`config.mk`:
```
export PLATFORM = sky130hd
export DESIGN_NAME = rcrc_cordic_cell
export DESIGN_NICKNAME = d
export VERILOG_FILES = /design/src/design/rcrc_pkg.sv /design/src/design/rcrc_cordic_cell.sv
export SDC_FILE = /design/constraint.sdc
export NUM_CORES = 1
export LEC_CHECK = 0
export BUFFER_PORTS_ARGS = -buffer_cell sky130_fd_sc_hd__buf_2
export CORE_MARGIN = 2
export CORE_UTILIZATION = 35
export DETAILED_ROUTE_END_ITERATION = 10
export HOLD_SLACK_MARGIN = 0.02
export PLACE_DENSITY = 0.53
export SETUP_SLACK_MARGIN = 0.05
export SLEW_MARGIN = 20
export SYNTH_ARGS = -nofsm -noshare
export SYNTH_HDL_FRONTEND = slang
export SYNTH_SLANG_ARGS = --single-unit
```
`constraint.sdc`:
```
create_clock -name aclk -period 10.3 [get_ports aclk]
set_clock_uncertainty 0.05 [all_clocks]
set_input_delay 3.09 -clock aclk [delete_from_list [all_inputs] [get_ports aclk]]
set_output_delay 3.09 -clock aclk [all_outputs]
set_load 0.05 [all_outputs]
```
`src/design/rcrc_pkg.sv`:
```
// ----------------------------------------------------------------------------
// rcrc_pkg
// Shared types, constants and tables for the circle versus rotated rectangle
// collision pipeline.
// ----------------------------------------------------------------------------
package rcrc_pkg;

    // coordinate bits that count, at most the 16-bit field width
    localparam int COORD_BITS   = 16;
    localparam int CORDIC_STEPS = 16;

    localparam int FIELD_W  = 16;
    localparam int RADIUS_W = 15;
    localparam int ANG_W    = 34;             // theta, x, y, z in Q.30
    localparam int PROD_W   = FIELD_W + ANG_W; // coordinate times sine or cosine
    localparam int ROT_W    = PROD_W + 1;     // turned coordinate, Q.30
    localparam int DIST_W   = ROT_W + 1;      // distance outside the box
    localparam int HALF_W   = DIST_W / 2;     // split for the squaring
    localparam int PP_W     = 2 * HALF_W;
    localparam int SQ_W     = 2 * DIST_W + 1; // sum of two squares
    localparam int STEP_W   = 5;

    localparam logic signed [ANG_W-1:0] GAIN_Q30    = ANG_W'(34'h026DD3B6A);
    localparam logic signed [ANG_W-1:0] HALF_PI_Q30 = ANG_W'(34'h06487ED51);
    localparam logic signed [ANG_W-1:0] PI_Q30      = ANG_W'(34'h0C90FDAA2);

    // operands of one item carried down the pipeline
    typedef struct packed {
        logic signed [FIELD_W-1:0] cx;
        logic signed [FIELD_W-1:0] cy;
        logic signed [FIELD_W-1:0] ax;
        logic signed [FIELD_W-1:0] ay;
        logic signed [FIELD_W-1:0] bx;
        logic signed [FIELD_W-1:0] by;
        logic [RADIUS_W-1:0]       radius;
    } pts_t;

    // state held by one rotator cell
    typedef struct packed {
        logic                    valid;
        logic                    flip;
        logic signed [ANG_W-1:0] x;
        logic signed [ANG_W-1:0] y;
        logic signed [ANG_W-1:0] z;
        pts_t                    pts;
    } cord_t;

    // turned points and radius between the rotate and box stages
    typedef struct packed {
        logic                    valid;
        logic signed [ROT_W-1:0] cx;
        logic signed [ROT_W-1:0] cy;
        logic signed [ROT_W-1:0] ax;
        logic signed [ROT_W-1:0] ay;
        logic signed [ROT_W-1:0] bx;
        logic signed [ROT_W-1:0] by;
        logic [RADIUS_W-1:0]     radius;
    } rot_t;

    // truncated atan(2^-i) in Q.30
    function automatic logic [ANG_W-1:0] atan_q30(input logic [STEP_W-1:0] i);
        logic [ANG_W-1:0] r;
        case (i)
            5'd0:    r = ANG_W'(32'h3243F6A8);
            5'd1:    r = ANG_W'(32'h1DAC6705);
            5'd2:    r = ANG_W'(32'h0FADBAFC);
            5'd3:    r = ANG_W'(32'h07F56EA6);
            5'd4:    r = ANG_W'(32'h03FEAB76);
            5'd5:    r = ANG_W'(32'h01FFD55B);
            5'd6:    r = ANG_W'(32'h00FFFAAA);
            5'd7:    r = ANG_W'(32'h007FFF55);
            5'd8:    r = ANG_W'(32'h003FFFEA);
            5'd9:    r = ANG_W'(32'h001FFFFD);
            5'd10:   r = ANG_W'(32'h000FFFFF);
            5'd11:   r = ANG_W'(32'h0007FFFF);
            5'd12:   r = ANG_W'(32'h0003FFFF);
            5'd13:   r = ANG_W'(32'h0001FFFF);
            5'd14:   r = ANG_W'(32'h0000FFFF);
            5'd15:   r = ANG_W'(32'h00007FFF);
            5'd16:   r = ANG_W'(32'h00003FFF);
            5'd17:   r = ANG_W'(32'h00001FFF);
            5'd18:   r = ANG_W'(32'h00000FFF);
            5'd19:   r = ANG_W'(32'h000007FF);
            5'd20:   r = ANG_W'(32'h000003FF);
            5'd21:   r = ANG_W'(32'h000001FF);
            5'd22:   r = ANG_W'(32'h000000FF);
            5'd23:   r = ANG_W'(32'h0000007F);
            default: r = '0;
        endcase
        return r;
    endfunction

    // keep the low COORD_BITS bits of a coordinate, sign-extended
    function automatic logic signed [FIELD_W-1:0] coord_sext(input logic [FIELD_W-1:0] v);
        logic signed [FIELD_W-1:0] t;
        t = $signed(v << (FIELD_W - COORD_BITS));
        return t >>> (FIELD_W - COORD_BITS);
    endfunction

endpackage

```
`src/design/rcrc_cordic_cell.sv`:
```
// ----------------------------------------------------------------------------
// rcrc_cordic_cell
// One rotation step of the sine/cosine chain; passes the item operands along.
// ----------------------------------------------------------------------------
module rcrc_cordic_cell
    import rcrc_pkg::*;
(
    input  logic              aclk,
    input  logic              aresetn,
    input  logic              en,
    input  logic [STEP_W-1:0] step,
    input  cord_t             cell_in,
    output cord_t             cell_out
);

    cord_t cell_reg;
    cord_t cell_next;
    logic signed [ANG_W-1:0] xs;
    logic signed [ANG_W-1:0] ys;
    logic signed [ANG_W-1:0] at;

    // micro-rotation toward z = 0
    always_comb begin
        xs        = cell_in.x >>> step;
        ys        = cell_in.y >>> step;
        at        = $signed(atan_q30(step));
        cell_next = cell_in;
        if (!cell_in.z[ANG_W-1]) begin
            cell_next.x = cell_in.x - ys;
            cell_next.y = cell_in.y + xs;
            cell_next.z = cell_in.z - at;
        end else begin
            cell_next.x = cell_in.x + ys;
            cell_next.y = cell_in.y - xs;
            cell_next.z = cell_in.z + at;
        end
    end

    // step register
    always_ff @(posedge aclk) begin
        if (!aresetn) begin
            cell_reg.valid <= 1'b0;
        end else if (en) begin
            cell_reg <= cell_next;
        end
    end

    assign cell_out = cell_reg;

endmodule

```
==> flow_summary.ini <==
[global_routing]
grt_overflow = 0
grt_max_degree = 85
grt_pass1_wl_um = 103300
grt_pass1_vias = 16570
track_usage_pct = 23.99
grt_antenna_before_repair = 1

[detailed_routing]
drc_errors = 0
vias = 16710
wire_per_inst_um = 23.81
drtIter0Drc = 1112
firstDrtPassIters = 5
routed_wl_um = 69070
ant_nets = 0
vias_per_cell = 5.760

[timing]
maxSlewHeadroom_pct = 21.08
finalMaxSlewViolations = 0
tns_ns = 0
finalCritPeriodShare_pct = 91.83
timing.hold.ws_ns = 0.4895
hold_viol_final = 0
rsz0062_at_grt = false
post-route-min-period_ns = 9.459
worstMarginPinSlew_ns = 1.180
setup_viol = 0
max_freq_mhz = 105.7

[final_layout]
syn_to_final_growth_pct = 19.63
layout_commonest_cell = buf_2
largest_reg_flops = 215
fin_util_pct = 42.50
fillerInstances = 5131
final_cell_mix = buf_2, edfxtp_1, nor2_1, a21oi_1, ha_1
fin_cells = 2901
nNetsFinal = 2530
layout-drive-gt1-share_pct = 30.06

[clocking]
post-cts-setup-buffers = 0
ctsHoldBuffers = 0
clock_path_buffers = 3
cts_made_buffers = 24
cts_tree = yes
cts.sinks = 215
cts_resized = 0
clock-root-buffer = clkbuf_16
insertion_delay_ns = 0.54
path_clk_slew_ns = 0.06
htreeDepth = 1

[power]
p_int_mw = 2.208
p_seq_share_pct = 31.2
comb_power_share_pct = 44.4
p_per_area_nw_per_um2 = 162.9
p_leak_nw = 9.157
p_sw_share_pct = 39.43
pwr-share-clk_pct = 24.4
ir_worst_vdd_mv = 0.1103
p_sw_mw = 1.437
p_total_mw = 3.646

[logic_synthesis]
yosysUniqueCellTypes = 89
synth_seq_cells = 215
yosys.area.top_type = edfxtp_1
yosysSeqAreaShare_pct = 34.46
syn-instance-count = 1790
ys_top_cells_by_area = edfxtp_1, mux4_2, ha_1, xnor2_1, a21oi_1
synthesis.nets = 2126
synth_ff_type = edfxtp_1
yosys.area.top_type_share_pct = 34.36
synth-warning-count = 0
synthArstFlopShare_pct = 0
synth-edff-count = 214
avgSynthCellArea_um2 = 10.45
syn_area_um2 = 18700

[floorplan]
core_region_area_um2 = 52660
start_util_pct = 35.52
fp.dieW_um = 235.2
dieArea_um2 = 55300
die_y_um = 235.2
io_pins = 438
rows = 84

[worst_hold_path]
hold_path.class = flip-flop to flip-flop

[placed_design]
dp_cells = 2856
io_buffer_count = 437
gp_congestion = 0.9451
dp_hpwl_um = 54980

[status]
status = complete, no violations

[critical_path]
start_kind = input pin
arrival_ns = 9.69
crit_fanout = 73
reg2reg_from = cell_out[214]
criticalPathCategory = input pin to flip-flop
r2r_cells = 2
endpoint = cell_out[175]
startpoint = step[0]
r2r_slack_ns = 9.65
cp-end-kind = flip-flop
cp.required_ns = 10.53
r2r_end = cell_out[214]

[run]
maxCapViolCount = 0
==> final cells by class <==
cell class              instances  area [um^2]  area share, %
multi-input cells            1434        11590          51.80
flip-flops and latches        215         6446          28.81
repair buffers                473         2491          11.13
well taps                     688        860.8          3.847
clock buffers                  31        648.1          2.896
inverters                      46        172.7         0.7716
clock inverters                13        163.9         0.7325
diodes                          1        2.502        0.01118
==> Yosys cell counts, types with 44 or more instances <==
cell and n:
nor2_1 154, mux4_2 88, xor2_1 64, nand2_1 103, a21o_1 48, clkbuf_1 45, a21oi_1 148, ha_1 110
mux2i_1 57, inv_1 44, edfxtp_1 214, o21ai_0 91, xnor2_1 97
==> metrics by stage <==
| step | worst slack [ns] | instance area (um^2) |
|---|---|---|
| 2_1_floorplan | 1.710 | 18700 |
| 3_3_place_gp | 0.6627 | 21560 |
| 3_5_place_dp | 0.3639 | 21560 |
| 4_1_cts | 0.9480 | 22370 |
| 5_1_grt | 0.4412 | 22380 |
| 6_report | 0.8413 | 22380 |
==> worst max-delay path: stages <==
cell	delay, ns
buf_6	0.59
buf_4	0.38
mux4_2	0.57
a221oi_1	0.49
a221oi_1	0.23
inv_1	0.15
ha_1	0.20
and3_1	0.24
nor2b_1	0.29
nand2_1	0.09
o21ba_2	0.21
xnor2_1	0.14
ha_1	0.43
nand4_1	0.20
or2_2	0.37
a2111oi_0	0.75
o21ai_0	0.28
a31oi_1	0.32
o21bai_1	0.18
a31o_2	0.27
xnor2_1	0.12
==> metal layers <==
metal,routed length [um],vias up,part of all wire (%),global-route usage [%]
met5,0,-,0,0
met4,2311,0,3.3,7.844
met3,4349,115,6.3,3.553
met2,33980,680,49,42.14
met1,28430,8176,41,30.16
li1,-,7740,-,-
==> power by group through the flow <==
| stage | sequential, mW | combinational (mW) | clock, mW |
|---|---|---|---|
| after global placement | 1.16 | 1.60 | 0 |
| after CTS | 1.14 | 1.62 | 0.922 |
| final | 1.14 | 1.62 | 0.888 |
| after floorplan | 1.50 | 0.840 | 0 |
| after global routing | 1.15 | 1.74 | 0.951 |
| after detailed placement | 1.16 | 1.61 | 0 |
==> logic make-up after synthesis <==
kind of cell               Yosys count  synth area share (%)
DFF                                215                 34.46
muxes                              190                 16.41
AOI/OAI and AO/OA                  519                 18.29
and+or+nand+nor                    450                 11.92
xor gates and xnor gates           162                 7.659
adders and majority gates          113                 7.679
buffers and inverters              141                 3.579
==> how the worst min path moves through the flow <==
stage	from	to	cells after the start
6_report	cell_out[214]	cell_out[214]	2
5_1_grt	cell_out[214]	cell_out[214]	2
4_1_cts	cell_out[214]	cell_out[214]	2
3_5_place_dp	cell_out[214]	cell_out[214]	2
3_3_place_gp	cell_out[214]	cell_out[214]	2
2_1_floorplan	cell_out[214]	cell_out[214]	2
Note: power is estimated with default switching activity, not from simulation.
